==> src/hdl/sirt_pkg.sv <==
// shared types and constants for the signed integer to radix text converter
// used by sirt_digit_div and signed_integer_to_radix_text; no dependencies
package sirt_pkg;

    localparam int RADIX_W = 5;
    localparam int CHAR_W  = 7;
    localparam int DIGIT_W = 4;

    localparam logic [RADIX_W-1:0] RADIX_MIN = 5'd2;
    localparam logic [RADIX_W-1:0] RADIX_MAX = 5'd16;
    localparam logic [CHAR_W-1:0]  MINUS_CODE = 7'h2D;
    localparam logic [CHAR_W-1:0]  ERROR_CODE = 7'h00;

    localparam logic [CHAR_W-1:0] DIGIT_CHARS [16] = '{
        7'h30, 7'h31, 7'h32, 7'h33, 7'h34, 7'h35, 7'h36, 7'h37,
        7'h38, 7'h39, 7'h41, 7'h42, 7'h43, 7'h44, 7'h45, 7'h46
    };

    typedef enum logic [2:0] {
        ST_IDLE,
        ST_DIV,
        ST_MINUS,
        ST_READ,
        ST_SEND,
        ST_BAD
    } sirt_state_t;

    typedef struct packed {
        logic               digit_valid;
        logic               final_digit;
        logic [DIGIT_W-1:0] digit;
    } sirt_div_status_t;

endpackage

==> src/hdl/signed_integer_to_radix_text.sv <==
// signed integer to radix text converter, top level
// depends on sirt_pkg and sirt_digit_div
//
// channel  dir  handshake                      contents
// s_axis   in   s_axis_tvalid / s_axis_tready  value, radix
// m_axis   out  m_axis_tvalid / m_axis_tready  char_code, last_char (tlast), bad_radix (tuser)
//
// digits come out of the bit-serial divider; each digit then passes through the digit store
// read register and the output register, and a minus sign goes straight to the output register
// one value is converted at a time; s_axis_tready is high only when idle
// a stalled m_axis holds the current word and pauses character output
// aresetn is synchronous and active low; the digit store needs no clearing
module signed_integer_to_radix_text #(
    parameter int VALUE_WIDTH = 32
) (
    input  logic                                  aclk,
    input  logic                                  aresetn,
    input  logic                                  s_axis_tvalid,
    output logic                                  s_axis_tready,
    // value, radix
    input  logic [((VALUE_WIDTH+sirt_pkg::RADIX_W+7)/8)*8-1:0] s_axis_tdata,
    output logic                                  m_axis_tvalid,
    input  logic                                  m_axis_tready,
    // char_code
    output logic [7:0]                            m_axis_tdata,
    output logic                                  m_axis_tlast,
    // bad_radix
    output logic                                  m_axis_tuser
);
    import sirt_pkg::*;

    localparam int ND_W = $clog2(VALUE_WIDTH + 1);
    localparam int AW   = $clog2(VALUE_WIDTH);

    sirt_state_t state_reg, state_next;

    logic [ND_W-1:0]    nd_reg, nd_next;
    logic               neg_reg, neg_next;
    logic [DIGIT_W-1:0] rd_data_reg;
    logic [DIGIT_W-1:0] mem [VALUE_WIDTH];
    logic               rd_en;

    logic               m_valid_reg, m_valid_next;
    logic [CHAR_W-1:0]  m_char_reg, m_char_next;
    logic               m_last_reg, m_last_next;
    logic               m_bad_reg, m_bad_next;

    logic [VALUE_WIDTH-1:0] in_value;
    logic [RADIX_W-1:0]     in_radix;
    logic [RADIX_W-1:0]     radix_sat;
    logic [VALUE_WIDTH-1:0] magnitude;
    logic                   s_acc;
    logic                   slot_free;
    logic                   div_start;
    sirt_div_status_t       div_st;

    assign in_value  = s_axis_tdata[VALUE_WIDTH-1:0];
    assign in_radix  = s_axis_tdata[VALUE_WIDTH+RADIX_W-1:VALUE_WIDTH];
    assign radix_sat = (in_radix > RADIX_MAX) ? RADIX_MAX : in_radix;
    // most negative value wraps to its own unsigned magnitude
    assign magnitude = in_value[VALUE_WIDTH-1] ? (~in_value + 1'b1) : in_value;

    assign s_axis_tready = (state_reg == ST_IDLE);
    assign s_acc         = s_axis_tvalid && s_axis_tready;
    assign slot_free     = !m_valid_reg || m_axis_tready;

    sirt_digit_div #(
        .VALUE_WIDTH(VALUE_WIDTH)
    ) u_div (
        .aclk     (aclk),
        .aresetn  (aresetn),
        .start    (div_start),
        .dividend (magnitude),
        .radix    (radix_sat),
        .status   (div_st)
    );

    always_comb begin
        state_next   = state_reg;
        nd_next      = nd_reg;
        neg_next     = neg_reg;
        div_start    = 1'b0;
        rd_en        = 1'b0;
        m_valid_next = m_valid_reg && !m_axis_tready;
        m_char_next  = m_char_reg;
        m_last_next  = m_last_reg;
        m_bad_next   = m_bad_reg;
        case (state_reg)
            ST_IDLE: begin
                if (s_acc) begin
                    if (in_radix < RADIX_MIN) begin
                        state_next = ST_BAD;
                    end else begin
                        div_start  = 1'b1;
                        neg_next   = in_value[VALUE_WIDTH-1];
                        nd_next    = '0;
                        state_next = ST_DIV;
                    end
                end
            end
            ST_DIV: begin
                if (div_st.digit_valid) begin
                    nd_next = nd_reg + 1'b1;
                    if (div_st.final_digit) begin
                        state_next = neg_reg ? ST_MINUS : ST_READ;
                    end
                end
            end
            ST_MINUS: begin
                if (slot_free) begin
                    m_valid_next = 1'b1;
                    m_char_next  = MINUS_CODE;
                    m_last_next  = 1'b0;
                    m_bad_next   = 1'b0;
                    state_next   = ST_READ;
                end
            end
            ST_READ: begin
                // digits come back out of the store most significant first
                rd_en      = 1'b1;
                nd_next    = nd_reg - 1'b1;
                state_next = ST_SEND;
            end
            ST_SEND: begin
                if (slot_free) begin
                    m_valid_next = 1'b1;
                    m_char_next  = DIGIT_CHARS[rd_data_reg];
                    m_last_next  = (nd_reg == '0);
                    m_bad_next   = 1'b0;
                    state_next   = (nd_reg == '0) ? ST_IDLE : ST_READ;
                end
            end
            ST_BAD: begin
                if (slot_free) begin
                    m_valid_next = 1'b1;
                    m_char_next  = ERROR_CODE;
                    m_last_next  = 1'b1;
                    m_bad_next   = 1'b1;
                    state_next   = ST_IDLE;
                end
            end
            default: begin
                state_next = ST_IDLE;
            end
        endcase
    end

    always_ff @(posedge aclk) begin
        if (!aresetn) begin
            state_reg   <= ST_IDLE;
            nd_reg      <= '0;
            neg_reg     <= 1'b0;
            m_valid_reg <= 1'b0;
        end else begin
            state_reg   <= state_next;
            nd_reg      <= nd_next;
            neg_reg     <= neg_next;
            m_valid_reg <= m_valid_next;
        end
    end

    always_ff @(posedge aclk) begin
        m_char_reg <= m_char_next;
        m_last_reg <= m_last_next;
        m_bad_reg  <= m_bad_next;
    end

    // digit store, least significant digit at the lowest address
    always_ff @(posedge aclk) begin
        if (div_st.digit_valid) begin
            mem[nd_reg[AW-1:0]] <= div_st.digit;
        end
        if (rd_en) begin
            rd_data_reg <= mem[nd_next[AW-1:0]];
        end
    end

    assign m_axis_tvalid = m_valid_reg;
    assign m_axis_tdata  = {1'b0, m_char_reg};
    assign m_axis_tlast  = m_last_reg;
    assign m_axis_tuser  = m_bad_reg;

    a_bad_radix_path: assert property (@(posedge aclk) disable iff (!aresetn)
        (s_acc && (in_radix < RADIX_MIN)) |=> (state_reg == ST_BAD))
        else $error("bad radix did not take the error path");

    a_digit_in_div: assert property (@(posedge aclk) disable iff (!aresetn)
        div_st.digit_valid |-> (state_reg == ST_DIV))
        else $error("divider produced a digit outside the divide phase");

    a_store_bound: assert property (@(posedge aclk) disable iff (!aresetn)
        nd_reg <= ND_W'(VALUE_WIDTH))
        else $error("digit count ran past the store depth");

    a_last_empties_store: assert property (@(posedge aclk) disable iff (!aresetn)
        ((state_reg == ST_SEND) && slot_free && (nd_reg == '0)) |=>
            (m_axis_tlast && (state_reg == ST_IDLE)))
        else $error("final digit not marked last");

endmodule

==> src/hdl/sirt_digit_div.sv <==
// bit-serial restoring divider: peels off one radix digit per pass over the quotient bits,
// least significant digit first, and reruns on its own quotient until it is zero
// depends on sirt_pkg
module sirt_digit_div #(
    parameter int VALUE_WIDTH = 32
) (
    input  logic                          aclk,
    input  logic                          aresetn,
    input  logic                          start,
    input  logic [VALUE_WIDTH-1:0]        dividend,
    input  logic [sirt_pkg::RADIX_W-1:0]  radix,
    output sirt_pkg::sirt_div_status_t    status
);
    import sirt_pkg::*;

    localparam int CNT_W = $clog2(VALUE_WIDTH);
    localparam logic [CNT_W-1:0] CNT_LAST = CNT_W'(VALUE_WIDTH - 1);

    logic [VALUE_WIDTH-1:0] quot_reg, quot_next;
    logic [DIGIT_W-1:0]     rem_reg, rem_next;
    logic [RADIX_W-1:0]     radix_reg, radix_next;
    logic [CNT_W-1:0]       cnt_reg, cnt_next;
    logic                   run_reg, run_next;
    logic                   nz_reg, nz_next;

    logic [RADIX_W-1:0]     trial;
    logic [RADIX_W-1:0]     diff;
    logic                   ge;

    always_comb begin
        trial      = {rem_reg, quot_reg[VALUE_WIDTH-1]};
        ge         = (trial >= radix_reg);
        diff       = trial - radix_reg;
        quot_next  = quot_reg;
        rem_next   = rem_reg;
        radix_next = radix_reg;
        cnt_next   = cnt_reg;
        run_next   = run_reg;
        nz_next    = nz_reg;
        status     = '0;
        if (run_reg) begin
            quot_next = {quot_reg[VALUE_WIDTH-2:0], ge};
            rem_next  = ge ? diff[DIGIT_W-1:0] : trial[DIGIT_W-1:0];
            nz_next   = nz_reg | ge;
            cnt_next  = cnt_reg + 1'b1;
            if (cnt_reg == CNT_LAST) begin
                status.digit_valid = 1'b1;
                status.final_digit = !nz_next;
                status.digit       = rem_next;
                // quotient not yet zero: go round again on it
                cnt_next = '0;
                rem_next = '0;
                nz_next  = 1'b0;
                run_next = (nz_reg | ge);
            end
        end
        if (start) begin
            quot_next  = dividend;
            rem_next   = '0;
            radix_next = radix;
            cnt_next   = '0;
            nz_next    = 1'b0;
            run_next   = 1'b1;
        end
    end

    always_ff @(posedge aclk) begin
        quot_reg  <= quot_next;
        rem_reg   <= rem_next;
        radix_reg <= radix_next;
        if (!aresetn) begin
            run_reg <= 1'b0;
            cnt_reg <= '0;
            nz_reg  <= 1'b0;
        end else begin
            run_reg <= run_next;
            cnt_reg <= cnt_next;
            nz_reg  <= nz_next;
        end
    end

endmodule

==> config.mk <==
export PLATFORM = sky130hd
export DESIGN_NAME = signed_integer_to_radix_text
export DESIGN_NICKNAME = d
export VERILOG_FILES = /design/src/hdl/sirt_pkg.sv /design/src/hdl/signed_integer_to_radix_text.sv /design/src/hdl/sirt_digit_div.sv
export SDC_FILE = /design/constraint.sdc
export NUM_CORES = 1
export LEC_CHECK = 0
export BUFFER_PORTS_ARGS = -buffer_cell sky130_fd_sc_hd__buf_2
export CORE_MARGIN = 2
export CORE_UTILIZATION = 35
export CTS_CLUSTER_SIZE = 10
export DETAILED_ROUTE_END_ITERATION = 6
export MAX_ROUTING_LAYER = met4
export PLACE_DENSITY_LB_ADDON = 0.05
export SETUP_SLACK_MARGIN = 0.1
export SLEW_MARGIN = 20
export SYNTH_ARGS = -nofsm -noshare
export SYNTH_HDL_FRONTEND = slang
export SYNTH_SLANG_ARGS = --single-unit
==> constraint.sdc <==
create_clock -name aclk -period 4.9 [get_ports aclk]
set_input_delay 0.49 -clock aclk [delete_from_list [all_inputs] [get_ports aclk]]
set_output_delay 0.49 -clock aclk [all_outputs]
set_load 0.02 [all_outputs]
### After elaboration in Yosys (flattened, before gate mapping)

Memories as Yosys holds them, arrays and structs flattened. A register that Yosys moved wholly into a read port is not among the register bits.
Index checks and enable logic that the tools add are counted.

| storage, ports and cells | value |
|---|---|
| memory bits (writable) | 128 |
| flip-flop bits (word level) | 68 |
| memories | 2 |
| logic and storage cells | 109 |
| bits in latches | 0 |
| memory bits (read-only) | 112 |

Memory list:

| memory | words | width | rd ports | clocked after memory_dff | wr ports | RTL line | text |
|---|---|---|---|---|---|---|---|
| mem | 32 | 4 | 1 | 1 | 1 | signed_integer_to_radix_text.sv:40 | `logic [DIGIT_W-1:0] mem [VALUE_WIDTH];` |
| (name not given) | 16 | 7 | 1 | 0 | 0 | signed_integer_to_radix_text.sv:127 | `m_char_next = DIGIT_CHARS[rd_data_reg];` |

| operators by class | value |
|---|---|
| bitwise operators | 5 |
| add/subtract/negate cells | 5 |
| $mul | 0 |
| reductions and logical operators | 20 |
| shift-type cells | 0 |
| equality and inequality tests | 14 |
| muxes and demuxes | 45 |
| div/mod/pow operators | 0 |
| order comparisons | 4 |

Operator list:

| kind | number |
|---|---|
| two-way mux 32 bit | 3 |
| two-way mux 7 bit | 5 |
| adder 32 x 1 -> 32 bit, second input constant | 1 |
| inverter 32 bit | 1 |
| two-way mux 6 bit | 5 |
| two-way mux 3 bit | 7 |
| case mux 7 bit (3 select lines) | 1 |
| case mux 3 bit (6 select lines) | 1 |
| case mux 6 bit (3 select lines) | 1 |
| two-way mux 1 bit | 16 |
| inequality test 2 bit, second input constant | 6 |
| two-way mux 4 bit | 2 |
| AND reduction 4 bit | 2 |
| adder 6 x 1 -> 6 bit, second input constant | 1 |
| == test 3 x 2 -> 1 bit, second input constant | 2 |
| == test 3 bit, second input constant | 2 |
| zero test 6 bit | 1 |
| AND reduction 3 bit | 2 |
| AND reduction 6 bit | 1 |
| nonzero test 3 bit | 2 |
| subtractor 6 x 1 -> 6 bit, second input constant | 1 |
| adder 5 x 1 -> 5 bit, second input constant | 1 |
| == test 5 bit, second input constant | 1 |
| greater-or-equal comparator 5 bit | 1 |
| 20 further kinds | 27 |

### Logic depth before layout (Yosys ltp)

Gate-level depths: netlist (run 1).

| depth | value |
|---|---|
| depth after elaboration | 8 |
| depth in mapped cells | 15 |

### Cells and area by module

Synthesis (run 1) repeated with hierarchy kept, for this count alone.

| unflattened totals | value |
|---|---|
| cells, all modules | 739 |
| area total of the unflattened synthesis | 9641.7 µm² |

By module, submodules not included:

| module | area an instance (µm²) | cells each | seq. area each (µm²) | times used |
|---|---|---|---|---|
| signed_integer_to_radix_text | 7470.9 | 588 | 4454.3 | 1 |
| sirt_digit_div | 2170.8 | 151 | 1331.3 | 1 |

### Least setup slack after synthesis (run 1)

No wires, ideal clock.

| timing path | value |
|---|---|
| path type | register to register |
| from | register u_div.cnt_reg[0] |
| to | register rd_data_reg[1] (read register of mem), data pin |
| slack | 1296 ps |
| stages on the path, launching flop included | 15 |
| arrival | 3332 ps |
| data required time | 4628 ps |
| clock period less this slack | 3604 ps |
| library setup time | 272 ps |
| path through | dfxtp_1 ha_1 and3_1 ha_1 clkbuf_1 and3_1 o21a_1 o221ai_1 buf_1 clkbuf_1 mux2i_1 nand2_1 a32oi_1 nand2_1 or4_1 |

| between the ends | value |
|---|---|
| word-level cells in the longest chain between the ends | 5 |

RTL lines:

| element | RTL line | text |
|---|---|---|
| from (decl) | sirt_digit_div.sv:22 | `logic [CNT_W-1:0] cnt_reg, cnt_next;` |
| from (signal assigned) | sirt_digit_div.sv:77 | `cnt_reg <= cnt_next;` |
| == test 5 bit | sirt_digit_div.sv:46 | `if (cnt_reg == CNT_LAST) begin` |
| two-way mux 6 bit | sirt_digit_div.sv:46 |  |
| two-way mux 6 bit | sirt_digit_div.sv:41 | `if (run_reg) begin` |
| two-way mux 6 bit | signed_integer_to_radix_text.sv:102 | `if (div_st.digit_valid) begin` |
| case mux 6 bit (3 select lines) | signed_integer_to_radix_text.sv:88 | `case (state_reg)` |
| to (decl) | signed_integer_to_radix_text.sv:39 | `logic [DIGIT_W-1:0] rd_data_reg;` |

No other way between the ends. The select of a mux whose other input is x is not followed.
A chain may end at the register's enable or synchronous reset.

### Worst setup path after layout (run 1)

| timing path | value |
|---|---|
| from | register u_div.cnt_reg[0] |
| to | register rd_data_reg[3] (read register of mem), data pin |

The elaborated chain is that of the path after synthesis.

==> results of run 1 <==
==> final cells by class <==
cell class                      count  area share [%]
Clock inverter                     13            1.14
Clock buffer                       19            4.08
Inverter                           18           0.637
Multi-Input combinational cell    548            32.4
Sequential cell                   200            54.6
Timing Repair Buffer               63            3.26
Tap cell                          335            3.95
==> routing by layer <==
layer	part of all wire, %	up-vias	GRT usage (%)
met4	1.2	0	5.14
met3	3.2	19	2.47
li1	-	3057	-
met2	48	112	26.3
met5	0	-	-
met1	48	3058	21.5
==> stage by stage <==
| stage | instances | setup slack [ns] |
|---|---|---|
| global placement | 1164 | 0.758 |
| finish | 1196 | 0.687 |
| CTS | 1196 | 0.678 |
| global route | 1196 | 0.411 |
| floorplan | 810 | 1.30 |
| detailed placement | 1164 | 0.696 |
==> worst max path at each step <==
stage                      to  depth (start not counted)             start
2_1_floorplan  rd_data_reg[1]                         14  u_div.cnt_reg[0]
3_3_place_gp   rd_data_reg[1]                         12  u_div.cnt_reg[0]
3_5_place_dp   rd_data_reg[1]                         12  u_div.cnt_reg[0]
4_1_cts        rd_data_reg[3]                         12  u_div.cnt_reg[0]
5_1_grt        rd_data_reg[2]                         12  u_div.cnt_reg[0]
6_report       rd_data_reg[3]                         12  u_div.cnt_reg[0]
==> worst reg2reg max path, delay by kind of cell (launching register included) <==
kind / cells / cell delay (ns)
flip-flops: 1 / 0.39
AND/OR/NAND/NOR: 5 / 1.17
AO/OA/AOI/OAI: 3 / 1.18
multiplexers: 1 / 0.25
adder cells (fa/ha/maj): 2 / 0.54
buffers and inverters: 1 / 0.41
==> where the power goes <==
| part | switching (mW) | leakage, nW | internal (mW) | total (mW) |
|---|---|---|---|---|
| Sequential | 0.0246 | 2.13 | 1.91 | 1.93 |
| Clock | 0.641 | 0.259 | 0.708 | 1.35 |
| Combinational | 0.167 | 1.79 | 0.0958 | 0.263 |
| Total | 0.833 | 4.19 | 2.71 | 3.55 |
==> cell usage after synthesis, types with 3 or more instances <==
master    instances
edfxtp_1        178
o21ai_1           3
nand3b_1          3
nor2_1           72
a21o_1            3
or4_1             4
and2_1            5
buf_1             6
xor2_1           29
nor2b_1          11
xnor2_1           4
nor3_1           12
ha_1             15
a311oi_1          8
o21ai_0          48
or4_4             5
and3_1           10
o211ai_1          5
clkbuf_1         37
a211oi_1          4
inv_1            16
o31ai_1           9
a22o_1            4
or3b_2            3
dfxtp_1          22
mux2i_1          46
o41ai_1           3
a32oi_1          15
nand2b_1          8
nand2_1         135
nand3_1          15
or3_1             4
a21oi_1          29
==> kinds of logic (layout without fill, tap and decap cells) <==
group,after synthesis,count (layout)
xor+xnor,33,33
buf+inv,62,113
flops,200,200
fa+ha+maj,16,16
simple gates,301,301
other cells,1,1
mux,46,46
compound gates,151,151
==> impl_results.md, run 1 <==
- Die Y: 168 um
- Commonest non-fill, non-tap cell in the layout: edfxtp_1
- Maxcap violations: 0
- Hold path startpoint: s_axis_tdata[36]
- Chip Width: 168 um
- Initial antenna violation count: 0
- Hold WS: 0.329 ns
- Crit-path cells: ha_1, and3_1, ha_1, and3_1, a32oi_1, o221ai_4, buf_4, mux2i_1, nand2_1, a32oi_1, nand2_1, or4_1
- Post-Synth XOR/XNOR Area: 3.07%
- Final Net Count: 908
- Worst slew pin tran: 0.990 ns
- Crit Path Category: reg -> reg
- Largest net degree at the start of global routing: 71
- Initial DRC count: 337
- Max frequency: 237 MHz
- Reg2Reg Setup Slack: 0.69 ns
- Slowest stage delay, CP: 0.80 ns
- Post-CTS setup buffers: 0
- Top cell type's share of synthesized area: 56.9%
- FF-to-FF Start: u_div.cnt_reg[0]
- Core Region: 26200 um2
- Synth area leaders: edfxtp_1 (57%), nand2_1 (5.4%), mux2i_1 (4.9%), dfxtp_1 (4.7%), nor2_1 (2.9%)
- CP required: 5.05 ns
- Ys async rst share: 0%
- Final wirelength: 21.6 mm
- Commonest non-fill, non-tap cells in the layout: edfxtp_1 (178), nand2_1 (135), nor2_1 (69)
- H-tree levels: 4
- Slew Limit Fails: 0
- Pleak: 4.19 nW
- Seq cells post-synth: 200
- Post-synthesis compound-gate area fraction: 10.8%
- Combinational family with the most area after synthesis: simple AND/OR/NAND/NOR gates
- Critical-path top delay cell: o221ai_4
- Worst-path clk slew: 0.07 ns
- Vias: 6246
- CTS tree: yes
- Area occupied by registers: 5790 um2
- Final Instance Area: 10600 um2
- WHS Endpoint: u_div.radix_reg[4]
- Crit Path Max Fanout: 22
- Util after Layout: 40.5%
- Post-Synth Simple-Gate Area: 14.9%
- Worst reg2reg endpoint: rd_data_reg[3]
- All-Layer GR Usage: 16.4%
- IO Port Bufs: 51
- Vias in the first global route: 6367
- Post-DP HPWL: 14.6 mm
- Filler Cells Inserted: 2486
- Initial Util: 35.9%
- Hold Crit Class: in -> reg
- Detailed-route wire length per cell: 18.1 um
- CTS buffer count: 17
- Area grow syn2layout: 12.8%
- Placed cell areas: 10000 um2
- Final hold vios: 0
- Layout cells sized above 1: 13.1%
- Post-synth EDFFs: 178
- RePlAce Congestion: 0.764
- Mux contribution to synthesized area: 4.90%
- R2r worst-path depth: 12
- Drt pass-1 iters: 4
- Unrepaired setup endpoints after global routing: no
- Setup violators final: 0
- Crit-path leading delay family: compound AO/OA/AOI/OAI gates
- Critical path buffers and inverters: 1
- Residual DRC count: 0
- Worst IR Drop VDD: 0.218 mV
- Final cycle utilization of the critical path: 86.0%
- Synth Flop Type: edfxtp_1
- Syn. warnings: 0
- Post_cts resized: 0
- Setup TNS: 0 ns
- Outcome: complete, no violations
- Final critical-path required period: 4.21 ns
- Synth area leader: edfxtp_1
- Setup crit end kind: register
- Total power divided by cell area: 334 nW/um2
- Cts hold-fix bufs: 0
- Post-Syn Area: 9400 um2
- Worst skew pair latency: 0.44 ns
- Area of the multi-input gates: 3430 um2
- Max Buffers Root-to-Sink: 2
- Total Power: 3.55 mW
- Ports: 56
- Ant diodes: 0
- Max reg flops: 128
- Sink Count: 200
- CTS root buffer: clkbuf_16
- Setup crit start kind: register
- Synthesized net count: 870
- Mapped Avg Cell Area: 11.6 um2
- Die footprint: 28200 um2
- Hold path cells: 1
- Critical Path AT: 4.37 ns
- Post-route ant nets: 0
- Synth unique cells: 61
- First-pass GRT wire length: 34.7 mm
- Via density: 5.22
- Clock skew: 0.0141 ns
- Post-Synthesis Cells: 810
- Total gr overflow: 0
- Site Rows: 59
- Slew HR: 34.0%
- Post-Synth Adder-Cell Area: 2.21%
- Sequential-to-total area share from yosys stat: 61.5%
Note: power is estimated with default switching activity, not from simulation.
==> inputs of run 2 (changes only) <==
==> constraint.sdc (replaced) <==
create_clock -name aclk -period 4.1 [get_ports aclk]
set_input_delay 0.41 -clock aclk [delete_from_list [all_inputs] [get_ports aclk]]
set_output_delay 0.41 -clock aclk [all_outputs]
set_load 0.02 [all_outputs]
==> impl_results.md, run 2 (same netlist as run 1, synthesis figures left out) <==
- Core Region: 26200 um2
- Vias in the first global route: 6300
- Ant diodes: 0
- Area of the multi-input gates: 3430 um2
- Final Net Count: 915
- Largest net degree at the start of global routing: 72
- All-Layer GR Usage: 16.3%
- Worst IR Drop VDD: 0.213 mV
- Setup TNS: 0 ns
- Initial antenna violation count: 0
- Setup violators final: 0
- RePlAce Congestion: 0.781
- Post_cts resized: 0
- Site Rows: 59
- Via density: 5.22
- Initial DRC count: 399
- Die Y: 168 um
- Ports: 56
- Filler Cells Inserted: 2443
- Final wirelength: 21.7 mm
- Commonest non-fill, non-tap cell in the layout: edfxtp_1
- CTS tree: yes
- Post-CTS setup buffers: 0
- Area grow syn2layout: 14.5%
- CP required: 4.27 ns
- Max reg flops: 128
- Drt pass-1 iters: 5
- Final cycle utilization of the critical path: 89.0%
- Fin worst setup slack: 0.452 ns
- Sink Count: 200
- Post-DP HPWL: 14.6 mm
- Total power divided by cell area: 410 nW/um2
- Slew HR: 56.7%
- Initial Util: 35.9%
- Worst slew pin tran: 0.650 ns
- Total gr overflow: 0
- Vias: 6283
- Hold Crit Class: in -> reg
- Final critical-path required period: 3.65 ns
- Hold path startpoint: s_axis_tdata[36]
- Pleak: 4.28 nW
- First-pass GRT wire length: 34.5 mm
- Worst skew pair latency: 0.45 ns
- Layout cells sized above 1: 14.3%
- Crit Path Category: reg -> reg
- Setup crit start kind: register
- Commonest non-fill, non-tap cells in the layout: edfxtp_1 (178), nand2_1 (135), nor2_1 (69)
- IO Port Bufs: 51
- Max frequency: 274 MHz
- CTS root buffer: clkbuf_16
- Area occupied by registers: 5790 um2
- Die footprint: 28200 um2
- CTS buffer count: 17
- Maxcap violations: 0
- FF-to-FF Start: u_div.cnt_reg[0]
- Final hold vios: 0
- Cts hold-fix bufs: 0
- Chip Width: 168 um
- CP startpoint: u_div.cnt_reg[0]
- Worst-path clk slew: 0.09 ns
- H-tree levels: 4
- Detailed-route wire length per cell: 18.0 um
- Max Buffers Root-to-Sink: 2
- Residual DRC count: 0
- Clock skew: 0.0167 ns
- Crit Path Max Fanout: 20
- Post-place setup slack: 0.460 ns
- Setup crit end kind: register
- Unrepaired setup endpoints after global routing: no
- Critical Path AT: 3.82 ns
- Slew Limit Fails: 0
- Post-route ant nets: 0
- Outcome: complete, no violations
## run 2: cell types whose count changed in the layout (fill, tap and decap cells not counted), sizes merged
cell	delta
clkinvlp	-3
buf	+7
inv	+3
clkbuf	-2
clkinv	+2
## run 2: through the flow
stage          area (um2)  util (%)  hold slack (ns)  power [mW]  std cells
6_report            10800      41.1            0.239        4.42       1203
5_1_grt             10800      41.1            0.235        4.59       1203
4_1_cts             10800      41.1            0.219        4.47       1203
3_5_place_dp        10100      38.6            0.473        2.67       1171
3_3_place_gp        10100      38.6            0.460        2.66       1171
2_1_floorplan        9400         -            0.437        2.56        810
## run 2: power by group
group | total [mW] | internal [mW] | switching [mW]
sequential | 2.31 | 2.28 | 0.0306
combinational | 0.313 | 0.114 | 0.198
clock | 1.79 | 0.902 | 0.891
## run 2: path summary, 6_finish.rpt
path	slack (ns)	to	cells after the start
setup / recovery	0.45	rd_data_reg[1]	12
hold / removal	0.24	u_div.radix_reg[4]	1
setup reg to reg	0.45	rd_data_reg[1]	12
hold reg to reg	0.49	neg_reg	2
## run 2: cell type report
type                       instances  share of cell area (%)
tap                              335                    3.89
inverter                          18                   0.627
clock inverter                    15                    2.01
sequential                       200                    53.7
timing repair buffer              70                    3.93
multi-input combinational        548                    31.9
clock buffer                      17                    3.95
## run 2: per-layer routing
metal | routed length (um) | track usage (%) | up-vias
li1 | - | - | 3071
met1 | 10200 | 21.4 | 3065
met2 | 10400 | 26.3 | 125
met3 | 743 | 2.37 | 22
met4 | 289 | 4.73 | 0
met5 | 0 | - | -
## run 2: critical path, stage by stage (launching register included)
cell and delay [ns]:
dfxtp_1 0.34, ha_1 0.21, and3_1 0.18, ha_1 0.30, and2_1 0.22, a2111oi_0 0.32, a211oi_1 0.13, and2_1 0.38
buf_4 0.32, a21oi_1 0.17, a32oi_1 0.08, a22o_1 0.28, or4_1 0.44
==> inputs of run 3 (changes only) <==
--- a/config.mk
+++ b/config.mk
@@ -6,7 +6,6 @@
 export NUM_CORES = 1
 export LEC_CHECK = 0
 export BUFFER_PORTS_ARGS = -buffer_cell sky130_fd_sc_hd__buf_2
-export CORE_MARGIN = 2
 export CORE_UTILIZATION = 35
 export CTS_CLUSTER_SIZE = 10
 export DETAILED_ROUTE_END_ITERATION = 6
==> impl_results.md, run 3 (same netlist as run 1, synthesis figures left out) <==
- Crit-path leading delay family: simple AND/OR/NAND/NOR gates
- Largest net degree at the start of global routing: 72
- Layout cells sized above 1: 13.9%
- Max Buffers Root-to-Sink: 2
- Vias in the first global route: 6372
- Slew Limit Fails: 0
- Die footprint: 27500 um2
- Sink Count: 200
- Worst IR Drop VDD: 0.202 mV
- Die Y: 166 um
- CTS buffer count: 17
- Critical Path AT: 3.88 ns
- Commonest non-fill, non-tap cell in the layout: edfxtp_1
- Crit Path Category: reg -> reg
- Post-CTS setup buffers: 0
- CP required: 4.27 ns
- CTS tree: yes
- Maxcap violations: 0
- Initial DRC count: 532
- CTS root buffer: clkbuf_16
- Hold WS: 0.237 ns
- Vias: 6291
- Residual DRC count: 5
- Core Region: 26200 um2
- Unrepaired setup endpoints after global routing: no
- Crit Path Max Fanout: 32
- Setup crit end kind: register
- Cts hold-fix bufs: 0
- H-tree levels: 4
- Worst-path clk slew: 0.08 ns
- Outcome: finished, violations left
- Met1 Track Usage GR: 21.5%
- Initial antenna violation count: 0
- Clock skew: 0.0123 ns
- Crit-path cells: ha_1, and3_1, ha_1, and3_1, a32oi_1, o221ai_4, buf_12, mux2i_1, nand2_1, a32oi_1, nand2_1, or4_1
- Worst slew pin tran: 0.871 ns
- Slowest stage delay, CP: 0.51 ns
- Failing checks: DRC
- Placed cell areas: 10100 um2
- Final Instance Area: 10700 um2
- Area grow syn2layout: 13.9%
- Chip Width: 166 um
- Setup TNS: 0 ns
- Site Rows: 59
- Setup crit start kind: register
- Drt pass-1 iters: 7
- RePlAce Congestion: 0.764
- Initial Util: 35.9%
- Hold Crit Class: in -> reg
- Total gr overflow: 0
- Critical-path top delay cell: or4_1
- Slew HR: 41.8%
- Ant diodes: 0
- Ports: 56
- Critical path buffers and inverters: 1
- Final cycle utilization of the critical path: 90.7%
- Setup violators final: 0
- Total power divided by cell area: 404 nW/um2
- Max reg flops: 128
- Top Usage Layer GRT: met2
- IO Port Bufs: 51
- Final Net Count: 912
- Pleak: 4.25 nW
- Final critical-path required period: 3.72 ns
- Max frequency: 269 MHz
- All-Layer GR Usage: 16.9%
- Detailed-route wire length per cell: 18.2 um
- Worst skew pair latency: 0.44 ns
- GR Util met2: 27.9%
- Post_cts resized: 0
- First-pass GRT wire length: 34.9 mm
- Post-route ant nets: 0
- Final wirelength: 21.9 mm
- Final hold vios: 0
- Via density: 5.24
- Post-DP HPWL: 14.5 mm
- M3 GR Usage: 2.84%
- Commonest non-fill, non-tap cells in the layout: edfxtp_1 (178), nand2_1 (135), nor2_1 (69)
run 3: changes by cell type in the layout (fill, tap and decap cells not counted), sizes merged:
cell	change
clkinvlp	-1
buf	-3
inv	+2
clkinv	-1
run 3: cell type report:
type / instances / area [um2]
flip-flops and latches: 200 / 5790
clock buffers: 17 / 425
repair buffers: 67 / 400
multi-input cells: 548 / 3440
clock inverters: 15 / 175
inverters: 18 / 67.6
well taps: 335 / 419
fillers: 2510 / 15500
run 3: power by group:
group / switching (mW) / leakage [nW] / internal (mW)
combinational: 0.201 / 1.82 / 0.114
sequential: 0.0287 / 2.13 / 2.28
clock: 0.832 / 0.294 / 0.876
total: 1.06 / 4.25 / 3.27
run 3: path summary, 6_finish.rpt:
path | start | endpoint | slack, ns | cells after the start
hold / removal | s_axis_tdata[36] | u_div.radix_reg[4] | 0.24 | 1
setup / recovery | u_div.cnt_reg[0] | rd_data_reg[1] | 0.38 | 12
setup reg to reg | u_div.cnt_reg[0] | rd_data_reg[1] | 0.38 | 12
hold reg to reg | neg_reg | neg_reg | 0.47 | 2
run 3: per-stage QoR:
stage	power, mW	setup slack [ns]	instances	util (%)
floorplan	2.56	0.496	810	-
global placement	2.66	0.470	1168	38.6
detailed placement	2.67	0.383	1168	38.6
CTS	4.37	0.367	1200	40.9
global route	4.50	0.162	1200	40.9
finish	4.33	0.383	1200	40.9
run 3: per-layer routing:
layer | routed length, um | vias up | part of all wire (%)
met5 | 0 | - | 0
met4 | 277 | 0 | 1.3
met3 | 684 | 22 | 3.1
met2 | 10700 | 117 | 49
met1 | 10200 | 3088 | 47
li1 | - | 3064 | -
